File: src/design/positional_array_table_assert.svh
// Assertion macros shared by the positional array table.
// Each macro uses the clock and reset of the module that includes it.
`ifndef POSITIONAL_ARRAY_TABLE_ASSERT_SVH
`define POSITIONAL_ARRAY_TABLE_ASSERT_SVH

`ifndef SYNTH
`define PAT_ASSERT_SAME(label, ante, cons) \
   label: assert property (@(posedge clock) disable iff (reset) (ante) |-> (cons)) \
      else $error("positional_array_table: same-cycle check failed");
`else
`define PAT_ASSERT_SAME(label, ante, cons)
`endif

`ifndef SYNTH
`define PAT_ASSERT_NEXT(label, ante, cons) \
   label: assert property (@(posedge clock) disable iff (reset) (ante) |=> (cons)) \
      else $error("positional_array_table: next-cycle check failed");
`else
`define PAT_ASSERT_NEXT(label, ante, cons)
`endif

`endif

File: src/design/pat_pkg.sv
`timescale 1ns / 1ps

package pat_pkg;

   localparam logic [2:0] CMD_CLEAR  = 3'd0;
   localparam logic [2:0] CMD_APPEND = 3'd1;
   localparam logic [2:0] CMD_INSERT = 3'd2;
   localparam logic [2:0] CMD_DELETE = 3'd3;
   localparam logic [2:0] CMD_SEARCH = 3'd4;
   localparam logic [2:0] CMD_READ   = 3'd5;

   localparam logic [2:0] ST_OK       = 3'd0;
   localparam logic [2:0] ST_FULL     = 3'd1;
   localparam logic [2:0] ST_EMPTY    = 3'd2;
   localparam logic [2:0] ST_BADPOS   = 3'd3;
   localparam logic [2:0] ST_NOTFOUND = 3'd4;

   typedef struct packed {
      logic [2:0]         command;
      logic signed [31:0] value;
      logic [6:0]         position;
   } req_type;

   typedef struct packed {
      logic [2:0]         status;
      logic [6:0]         found_position;
      logic signed [31:0] data;
      logic [6:0]         count;
   } rsp_type;

endpackage

File: src/design/positional_array_table.sv
`timescale 1ns / 1ps
// Ordered table of signed 32-bit values with an entry count.
// Requests arrive on req_valid/req_stall/req_payload; each request carries a
// command, a value and a 1-based position. Every request gives exactly one
// result on rsp_valid/rsp_stall/rsp_payload with a status, a search position,
// read data and the entry count after the command.
// One request is worked on at a time; req_stall is high while it is in work.
// Clear, append, rejected commands and unknown commands go straight to the
// done state; read first waits for the registered table memory read.
// Insert and delete move one entry per step, a read and then a write of the
// table memory, and search reads and compares one entry per step.
// The output register lets a new request be accepted while a result waits.
// If the receiver stalls, the result holds in the output register, and a
// following finished result waits in the controller until the register frees.
// Reset empties the table and drops any pending result.

`include "positional_array_table_assert.svh"

module positional_array_table #(
   parameter int DEPTH = 64
) (
   input  logic              clock,
   input  logic              reset,
   input  logic              req_valid,
   output logic              req_stall,
   input  pat_pkg::req_type  req_payload,
   output logic              rsp_valid,
   input  logic              rsp_stall,
   output pat_pkg::rsp_type  rsp_payload
);

   localparam int AW = $clog2(DEPTH);

   logic                 ready;
   logic                 req_fire;
   logic                 res_valid;
   logic                 res_take;
   pat_pkg::rsp_type     res;
   logic                 wr_en;
   logic [AW-1:0]        wr_addr;
   logic signed [31:0]   wr_data;
   logic                 rd_en;
   logic [AW-1:0]        rd_addr;
   logic signed [31:0]   rd_data;

   logic                 rsp_valid_ff;
   pat_pkg::rsp_type     rsp_payload_ff;
   logic                 rsp_ok;

   assign req_stall = !ready;
   assign req_fire  = req_valid && ready;
   assign res_take  = res_valid && (!rsp_valid_ff || !rsp_stall);

   pat_ctrl #(
      .DEPTH(DEPTH)
   ) u_ctrl (
      .clock     (clock),
      .reset     (reset),
      .req_fire  (req_fire),
      .req       (req_payload),
      .ready     (ready),
      .res_valid (res_valid),
      .res_take  (res_take),
      .res       (res),
      .wr_en     (wr_en),
      .wr_addr   (wr_addr),
      .wr_data   (wr_data),
      .rd_en     (rd_en),
      .rd_addr   (rd_addr),
      .rd_data   (rd_data)
   );

   pat_ram #(
      .DEPTH(DEPTH)
   ) u_ram (
      .clock   (clock),
      .wr_en   (wr_en),
      .wr_addr (wr_addr),
      .wr_data (wr_data),
      .rd_en   (rd_en),
      .rd_addr (rd_addr),
      .rd_data (rd_data)
   );

   always_ff @(posedge clock) begin
      if (reset) begin
         rsp_valid_ff <= 1'b0;
      end else if (res_take) begin
         rsp_valid_ff <= 1'b1;
      end else if (!rsp_stall) begin
         rsp_valid_ff <= 1'b0;
      end
      if (res_take) begin
         rsp_payload_ff <= res;
      end
   end

   assign rsp_valid   = rsp_valid_ff;
   assign rsp_payload = rsp_payload_ff;
   assign rsp_ok      = (rsp_payload.status == pat_pkg::ST_OK);

   `PAT_ASSERT_NEXT(a_busy_after_accept, req_valid && !req_stall, req_stall)
   `PAT_ASSERT_NEXT(a_result_lands, res_take, rsp_valid)
   `PAT_ASSERT_SAME(a_found_only_ok, rsp_valid && rsp_payload.found_position != '0, rsp_ok)
   `PAT_ASSERT_SAME(a_data_only_ok, rsp_valid && rsp_payload.data != '0, rsp_ok)

endmodule

File: src/design/pat_ram.sv
`timescale 1ns / 1ps

module pat_ram #(
   parameter int DEPTH = 64
) (
   input  logic                       clock,
   input  logic                       wr_en,
   input  logic [$clog2(DEPTH)-1:0]   wr_addr,
   input  logic signed [31:0]         wr_data,
   input  logic                       rd_en,
   input  logic [$clog2(DEPTH)-1:0]   rd_addr,
   output logic signed [31:0]         rd_data
);

   logic signed [31:0] mem [DEPTH];
   logic signed [31:0] rd_data_ff;

   always_ff @(posedge clock) begin
      if (wr_en) begin
         mem[wr_addr] <= wr_data;
      end
   end

   always_ff @(posedge clock) begin
      if (rd_en) begin
         rd_data_ff <= mem[rd_addr];
      end
   end

   assign rd_data = rd_data_ff;

endmodule

File: src/design/pat_ctrl.sv
`timescale 1ns / 1ps

module pat_ctrl #(
   parameter int DEPTH = 64
) (
   input  logic                       clock,
   input  logic                       reset,
   input  logic                       req_fire,
   input  pat_pkg::req_type           req,
   output logic                       ready,
   output logic                       res_valid,
   input  logic                       res_take,
   output pat_pkg::rsp_type           res,
   output logic                       wr_en,
   output logic [$clog2(DEPTH)-1:0]   wr_addr,
   output logic signed [31:0]         wr_data,
   output logic                       rd_en,
   output logic [$clog2(DEPTH)-1:0]   rd_addr,
   input  logic signed [31:0]         rd_data
);

   localparam int AW = $clog2(DEPTH);
   localparam int CW = $clog2(DEPTH + 1);
   localparam int XW = ((CW > 7) ? CW : 7) + 1;

   typedef enum logic [3:0] {
      S_IDLE,
      S_UP,
      S_UP_WR,
      S_DN,
      S_DN_WR,
      S_SRCH,
      S_SCMP,
      S_RD_WAIT,
      S_DONE
   } state_type;

   state_type          state_ff, state_in;
   logic [CW-1:0]      idx_ff, idx_in;
   logic [CW-1:0]      tgt_ff, tgt_in;
   logic [CW-1:0]      cnt_ff, cnt_in;
   logic signed [31:0] val_ff, val_in;
   logic [2:0]         status_ff, status_in;
   logic [6:0]         fpos_ff, fpos_in;
   logic signed [31:0] data_ff, data_in;

   logic [CW-1:0]      idx_inc;
   logic [CW-1:0]      idx_dec;
   logic [XW-1:0]      pos_x;
   logic [XW-1:0]      cnt_x;
   logic [XW-1:0]      pos_m1;
   logic               full;
   logic               empty;

   assign idx_inc = idx_ff + CW'(1);
   assign idx_dec = idx_ff - CW'(1);
   assign pos_x   = XW'(req.position);
   assign cnt_x   = XW'(cnt_ff);
   assign pos_m1  = pos_x - XW'(1);
   assign full    = (cnt_ff == CW'(DEPTH));
   assign empty   = (cnt_ff == '0);

   always_comb begin
      state_in  = state_ff;
      idx_in    = idx_ff;
      tgt_in    = tgt_ff;
      cnt_in    = cnt_ff;
      val_in    = val_ff;
      status_in = status_ff;
      fpos_in   = fpos_ff;
      data_in   = data_ff;
      wr_en     = 1'b0;
      wr_addr   = idx_ff[AW-1:0];
      wr_data   = rd_data;
      rd_en     = 1'b0;
      rd_addr   = idx_ff[AW-1:0];

      case (state_ff)
         S_IDLE: begin
            if (req_fire) begin
               val_in    = req.value;
               status_in = pat_pkg::ST_OK;
               fpos_in   = '0;
               data_in   = '0;
               state_in  = S_DONE;
               case (req.command)
                  pat_pkg::CMD_CLEAR: begin
                     cnt_in = '0;
                  end
                  pat_pkg::CMD_APPEND: begin
                     if (full) begin
                        status_in = pat_pkg::ST_FULL;
                     end else begin
                        wr_en   = 1'b1;
                        wr_addr = cnt_ff[AW-1:0];
                        wr_data = req.value;
                        cnt_in  = cnt_ff + CW'(1);
                     end
                  end
                  pat_pkg::CMD_INSERT: begin
                     if (full) begin
                        status_in = pat_pkg::ST_FULL;
                     end else if (pos_x == '0 || pos_x > cnt_x + XW'(1)) begin
                        status_in = pat_pkg::ST_BADPOS;
                     end else begin
                        idx_in   = cnt_ff;
                        tgt_in   = pos_m1[CW-1:0];
                        state_in = S_UP;
                     end
                  end
                  pat_pkg::CMD_DELETE: begin
                     if (empty) begin
                        status_in = pat_pkg::ST_EMPTY;
                     end else if (pos_x == '0 || pos_x > cnt_x) begin
                        status_in = pat_pkg::ST_BADPOS;
                     end else begin
                        idx_in   = pos_m1[CW-1:0];
                        state_in = S_DN;
                     end
                  end
                  pat_pkg::CMD_SEARCH: begin
                     if (empty) begin
                        status_in = pat_pkg::ST_EMPTY;
                     end else begin
                        idx_in   = '0;
                        state_in = S_SRCH;
                     end
                  end
                  pat_pkg::CMD_READ: begin
                     if (empty) begin
                        status_in = pat_pkg::ST_EMPTY;
                     end else if (pos_x == '0 || pos_x > cnt_x) begin
                        status_in = pat_pkg::ST_BADPOS;
                     end else begin
                        rd_en    = 1'b1;
                        rd_addr  = pos_m1[AW-1:0];
                        state_in = S_RD_WAIT;
                     end
                  end
                  default: begin
                  end
               endcase
            end
         end
         S_UP: begin
            if (idx_ff == tgt_ff) begin
               wr_en    = 1'b1;
               wr_data  = val_ff;
               cnt_in   = cnt_ff + CW'(1);
               state_in = S_DONE;
            end else begin
               rd_en    = 1'b1;
               rd_addr  = idx_dec[AW-1:0];
               state_in = S_UP_WR;
            end
         end
         S_UP_WR: begin
            wr_en    = 1'b1;
            idx_in   = idx_dec;
            state_in = S_UP;
         end
         S_DN: begin
            if (idx_inc >= cnt_ff) begin
               cnt_in   = cnt_ff - CW'(1);
               state_in = S_DONE;
            end else begin
               rd_en    = 1'b1;
               rd_addr  = idx_inc[AW-1:0];
               state_in = S_DN_WR;
            end
         end
         S_DN_WR: begin
            wr_en    = 1'b1;
            idx_in   = idx_inc;
            state_in = S_DN;
         end
         S_SRCH: begin
            if (idx_ff == cnt_ff) begin
               status_in = pat_pkg::ST_NOTFOUND;
               state_in  = S_DONE;
            end else begin
               rd_en    = 1'b1;
               state_in = S_SCMP;
            end
         end
         S_SCMP: begin
            if (rd_data == val_ff) begin
               fpos_in  = 7'(idx_inc);
               state_in = S_DONE;
            end else begin
               idx_in   = idx_inc;
               state_in = S_SRCH;
            end
         end
         S_RD_WAIT: begin
            data_in  = rd_data;
            state_in = S_DONE;
         end
         S_DONE: begin
            if (res_take) begin
               state_in = S_IDLE;
            end
         end
         default: begin
            state_in = S_IDLE;
         end
      endcase
   end

   always_ff @(posedge clock) begin
      if (reset) begin
         state_ff <= S_IDLE;
         cnt_ff   <= '0;
      end else begin
         state_ff <= state_in;
         cnt_ff   <= cnt_in;
      end
      idx_ff    <= idx_in;
      tgt_ff    <= tgt_in;
      val_ff    <= val_in;
      status_ff <= status_in;
      fpos_ff   <= fpos_in;
      data_ff   <= data_in;
   end

   assign ready     = (state_ff == S_IDLE);
   assign res_valid = (state_ff == S_DONE);
   assign res       = '{status: status_ff, found_position: fpos_ff,
                        data: data_ff, count: 7'(cnt_ff)};

endmodule
File: config.mk
export PLATFORM = sky130hd
export DESIGN_NAME = positional_array_table
export DESIGN_NICKNAME = d
export VERILOG_FILES = /design/src/design/pat_pkg.sv /design/src/design/positional_array_table.sv /design/src/design/pat_ram.sv /design/src/design/pat_ctrl.sv
export VERILOG_INCLUDE_DIRS = /design/src /design/src/design
export SDC_FILE = /design/constraint.sdc
export NUM_CORES = 2
export LEC_CHECK = 0
export ABC_AREA = 1
export BUFFER_PORTS_ARGS = -buffer_cell sky130_fd_sc_hd__buf_2
export CAP_MARGIN = 30
export CORE_MARGIN = 2
export CORE_UTILIZATION = 35
export DETAILED_ROUTE_END_ITERATION = 8
export GPL_TIMING_DRIVEN = 1
export PLACE_DENSITY_LB_ADDON = 0.15
export SYNTH_ARGS = -nofsm -noshare
export SYNTH_HDL_FRONTEND = slang
export SYNTH_SLANG_ARGS = --single-unit
File: constraint.sdc
create_clock -name clock -period 6.4 [get_ports clock]
set_input_delay 0.64 -clock clock [delete_from_list [all_inputs] [get_ports clock]]
set_output_delay 0.64 -clock clock [all_outputs]
set_load 0.01 [all_outputs]
* After elaboration in Yosys (flattened, before gate mapping) *
Memory sizes are Yosys's and may differ from the RTL's. A register that Yosys moved wholly into a read port is not among the register bits.
Index checks and enable logic that the tools add are counted.

word-level totals
  flip-flop bits (word level) = 149
  latch bits = 0
  RAM bits = 2,048
  ROM bits = 0
  input bits = 46
  word-level logic and storage cells = 163
  memories = 1

cells by class
  add/sub/neg operators = 6
  multiply operators = 0
  div/mod/pow operators = 0
  order comparisons = 3
  eq/ne operators = 33
  shift-type cells = 0
  muxes and demuxes = 78
  bitwise operators = 2
  reductions and logical operators = 27

memories
  memory     words  bits a word  read ports  clocked after Yosys merged registers in  wr ports  line           text
  u_ram.mem  64     32           1           1                                        1         pat_ram.sv:15  logic signed [31:0] mem [DEPTH];

operators with widths
  cell                                                                   count
  32-bit two-way mux                                                     5
  32-bit case mux with 2 select lines                                    2
  7-bit two-way mux                                                      13
  6-bit two-way mux                                                      10
  4-bit two-way mux                                                      13
  7-bit case mux with 3 select lines                                     2
  4-bit case mux with 9 select lines                                     1
  32-bit equality test                                                   1
  7-bit case mux with 2 select lines                                     2
  7-bit case mux with 4 select lines                                     1
  7-bit by 1-bit subtractor with 7-bit output, second input constant     3
  3-bit != test, second input constant                                   6
  6-bit case mux with 3 select lines                                     1
  4-bit by 3-bit equality test with 1-bit output, second input constant  4
  1-bit two-way mux                                                      16
  4-bit case mux with 4 select lines                                     1
  7-bit by 1-bit adder with 7-bit output, second input constant          2
  7-bit equality test                                                    2
  2-bit by 1-bit != test with 1-bit output, second input constant        7
  3-bit two-way mux                                                      4
  3-bit case mux with 4 select lines                                     1
  9-bit AND reduction                                                    1
  7-bit by 1-bit adder with 8-bit output, second input constant          1
  4-bit by 2-bit equality test with 1-bit output, second input constant  2
  other kinds (32)                                                       48

* Logic depth before layout (Yosys ltp) *
  word-level depth = 8
  mapped depth = 27
  depth with buffers taken out = 24

* Cells and area by module *
From an unflattened synthesis, not the netlist that was laid out.

unflattened totals
  cells, all modules = 7,653
  area, all modules = 91,171.2 µm²

by module, submodules not included
  module                  times used  cells an instance  area each (µm²)
  pat_ram                 1           6,785              83,106.0
  pat_ctrl                1           811                6,541.3
  positional_array_table  1           57                 1,524.0

* Worst setup path after synthesis *
No wires, ideal clock.

  path kind = flip-flop to flip-flop
  from = register u_ctrl.state_ff[0]
  to = memory u_ram.mem[32][0] (enable)
  library setup time = 0.461 ns
  data arrival time = 4.864 ns
  data required time = 5.939 ns
  setup slack = 1.075 ns
  stages on the path, launching flop included = 15
  period minus slack after synthesis = 5.325 ns
  cell sequence = dfxtp_1 nor2_1 inv_2 nor2_4 inv_2 nor2_4 inv_2 nor3_2 inv_2 buf_2 nand2_1 o21ai_0 nor2_1 nand3_1 nor3_1

between the ends
  word-level cells in the longest chain between the ends = 6

RTL lines
  element                                  line                             text
  start, declared                          pat_ctrl.sv:38                   state_type state_ff, state_in;
  start signal, assigned                   pat_ctrl.sv:215                  state_ff <= state_in;
  4-bit zero test                          pat_ctrl.sv:78, pat_ctrl.sv:226
  1-bit logical AND                        positional_array_table.sv:51     assign req_fire = req_valid && ready;
  1-bit two-way mux                        pat_ctrl.sv:80                   if (req_fire) begin
  1-bit case mux with 3 select lines       pat_ctrl.sv:78                   case (state_ff)
  1-bit two-way mux                        pat_ram.sv:19                    if (wr_en) begin
  1-bit two-way mux (not written as such)  pat_ram.sv:20                    mem[wr_addr] <= wr_data;
  end, declared                            pat_ram.sv:15

Several ways; a longest one is shown, not always the timed one.

* Worst setup path in the final report *
  from = register u_ctrl.idx_ff[0]
  to = register u_ram.rd_data_ff[10], in the netlist u_ram.rd_data[10], read port of u_ram.mem, data pin

RTL lines
  element                                                                                   line             text
  start, declared                                                                           pat_ctrl.sv:39   logic [CW-1:0] idx_ff, idx_in;
  start signal, assigned                                                                    pat_ctrl.sv:218  idx_ff <= idx_in;
  7-bit by 1-bit adder with 7-bit output (*)                                                pat_ctrl.sv:55   assign idx_inc = idx_ff + CW'(1);
  via u_ctrl.idx_inc[6]                                                                     pat_ctrl.sv:47   logic [CW-1:0] idx_inc;
  7-bit >= comparator (*)                                                                   pat_ctrl.sv:163  if (idx_inc >= cnt_ff) begin
  1-bit two-way mux or 6-bit two-way mux (tied branches)                                    pat_ctrl.sv:163
  1-bit case mux with 4 select lines or 6-bit case mux with 3 select lines (tied branches)  pat_ctrl.sv:78
  end, declared                                                                             pat_ram.sv:16    logic signed [31:0] rd_data_ff;

Mark *: on every way through the listed nets, which the timed path passes. The rest lies on a longest branch.
A chain may end at the register's enable or synchronous reset.

==> results.ini <==
[outcome]
status=completed

[die]
ios=97
coreArea_um2=277000
die-height_um=532
num_rows=193
start_util=0.352
die_x_um=532
die_area_um2=283000

[setup_path]
reg2regPathDepth=25
cp_slowest_cell=nand3_1
r2r-end=u_ram.rd_data[10]$_DFFE_PP_
reg2reg_slack_ns=0.41
cp_common_cell=nand3_1
crit_path_start_kind=flip-flop
endpoint_kind=flip-flop
cp_max_fo=38
worstSetupPathType=flip-flop to flip-flop
slowest_delay_ns=0.70
worstPathRequired_ns=7.07
cp.arrival_ns=6.66
r2r_start=u_ctrl.idx_ff[0]$_DFFE_PP_

[drt]
firstDrtPassIters=6
wire_per_inst_um=27.1
vias=68800
ant_nets=0
drt_wl_total_um=348000
drtIter0Drc=8739
drt-vias-per-instance=5.34
drc=0

[placed_design]
placed_area_um2=104000
dp_cells=12400
io_buffers=96
place.gp.congestion=0.849
dpl_worst_slack_ns=0.407
dp_hpwl_um=198000

[cts]
clk_pin_slew_worst_paths_ns=0.06
clockRootBuffer=clkbuf_16
clock_sinks=2229
htree_levels=4
cts-buffers-inserted=242
cts.repair.resized=0
cts_tree=done
insertion_delay_ns=0.95
cts_buffer_depth=4

[sta]
rsz0062_at_grt=false
hold_viol_final=0
fin_crit_ns=5.99
finalSetupTns_ns=0
final_max_slew_viol_count=0
skew_ns=0.103
fin_ws_ns=0.413
hold_slack_ns=0.0913
fmaxAchievable_mhz=167
max_slew_margin=0.280
setup_viol=0
min_period_over_period=0.935
worstMarginPinSlew_ns=1.08

[run]
maxCapViolations=0

[logic_synthesis]
avgSynthCellArea_um2=11.0
synth_cell_types=46
postSynthCellCount=8853
seq_area_frac_synth=0.686
synth_warnings=0
ys_seq_elements=2229
synth.cell_area_um2=97500
synth_top_cell_by_area=edfxtp_1
yosys-top-cells-count=nand3_1, edfxtp_1, nand2_1
synth-edff-count=2217
synth_area_leaders=edfxtp_1, nand3_1, nand2_1
synth.most_common_cell=nand3_1
synthArstFlopShare=0
syn_nets=8926
synth.top_cell.area_share=0.683
synthFlopType=edfxtp_1

[grt]
track_usage=0.239
grt_start_max_net_pins=151
grt_pass1_vias=64800
grt_pass1_wl_um=494000
grt-ovfl-total=0
antenna_found_initial=22

[cells_and_area]
utilization=0.405
final_area_um2=112000
drive_gt1_frac=0.0944
syn2layout_area_growth_pct=15.1
final_nets=9037
fillers=26500
instances_no_fill=12900

[worst_hold_path]
min_path_type=input pin to flip-flop
min_to=rsp_valid$_SDFFE_PP0P_
hold_depth=2
min_from=reset

[power_and_ir_drop]
p_leak_nw=42.9
p_per_area_nw_per_um2=458
peakVddDrop_uv=381
finalPower_mw=51.3

-- layout make-up --
cell class	count	area [µm²]	area share
clock buffer	290	6260	0.0558
antenna	7	17.5	0.000156
timing repair buffer	447	4350	0.0388
multi-input combinational	5138	25400	0.226
inverter	906	3410	0.0304
tap	3705	4640	0.0413
sequential	2229	66800	0.596
clock inverter	146	1290	0.0115
-- timing repair --
item	CTS	global route
hold buffers	33	0
hold endpoints to repair	33	0
buffers inserted	0	0
-- how the worst max path moves through the flow --
stage	start	to	cells after the start
after CTS	u_ctrl.idx_ff[0]$_DFFE_PP_	u_ram.rd_data[10]$_DFFE_PP_	25
after floorplan	u_ctrl.state_ff[0]$_SDFFE_PP0P_	u_ram.mem[32][0]$_DFFE_PP_	14
final	u_ctrl.idx_ff[0]$_DFFE_PP_	u_ram.rd_data[10]$_DFFE_PP_	25
after detailed placement	u_ctrl.idx_ff[0]$_DFFE_PP_	u_ram.rd_data[10]$_DFFE_PP_	25
after global routing	u_ctrl.idx_ff[0]$_DFFE_PP_	u_ram.rd_data[10]$_DFFE_PP_	25
after global placement	u_ctrl.idx_ff[0]$_DFFE_PP_	u_ram.rd_data[10]$_DFFE_PP_	25
-- cell usage in the layout, fill, tap and decap left out, types with 27 or more instances in the layout --
cell type	count
ha_1	27
edfxtp_1	2217
clkbuf_16	242
clkinv_2	48
inv_1	891
dlygate4sd3_1	33
a21oi_1	28
nand2_1	2085
nor2_1	90
buf_2	96
clkinv_1	63
clkbuf_1	46
nand3b_1	384
buf_4	229
buf_12	81
nand3_1	2250
nor2_4	62
-- worst max-delay path: cells and delay by family, from the launching register on --
family | cells | cell delay, ns
buffers and inverters | 3 | 0.76
adders and majority gates | 2 | 0.53
DFF | 1 | 0.54
and+or+nand+nor | 19 | 3.61
xor gates and xnor gates | 1 | 0.21
-- logic make-up (layout without fill, tap and decap cells) --
group | count (synthesis) | after routing | share of synthesized area
simple gates | 4928 | 4928 | 0.235
other cells | 0 | 7 | 0
fa+ha+maj | 27 | 27 | 0.00347
xor+xnor | 46 | 46 | 0.00413
compound gates | 137 | 137 | 0.00941
buf+inv | 1486 | 1789 | 0.0621
flops | 2229 | 2229 | 0.686
-- power breakdown --
group | total, mW | switching, mW | internal, mW
clock network | 13.7 | 5.91 | 7.79
logic | 20.6 | 15.3 | 5.28
registers | 17.1 | 0.193 | 16.9
-- per-layer routing --
layer | wire length (µm) | vias up | global-route usage
met4 | 11600 | 8 | 0.0788
li1 | - | 30800 | -
met5 | 52 | - | 0
met3 | 28300 | 479 | 0.0372
met1 | 154000 | 34500 | 0.348
met2 | 155000 | 2978 | 0.365
-- registers in the layout, indices dropped and copies added (netlist names) --
signal and flops:
rsp_valid 1, u_ctrl.idx_ff 7, u_ctrl.status_ff 3, u_ctrl.state_ff 4, u_ctrl.fpos_ff 7, rsp_payload 49, u_ram.rd_data 32, u_ctrl.val_ff 32
u_ram.mem 2048, u_ctrl.data_ff 32, u_ctrl.cnt_ff 7, u_ctrl.tgt_ff 7
No activity file was read; power rests on OpenSTA's default activity.
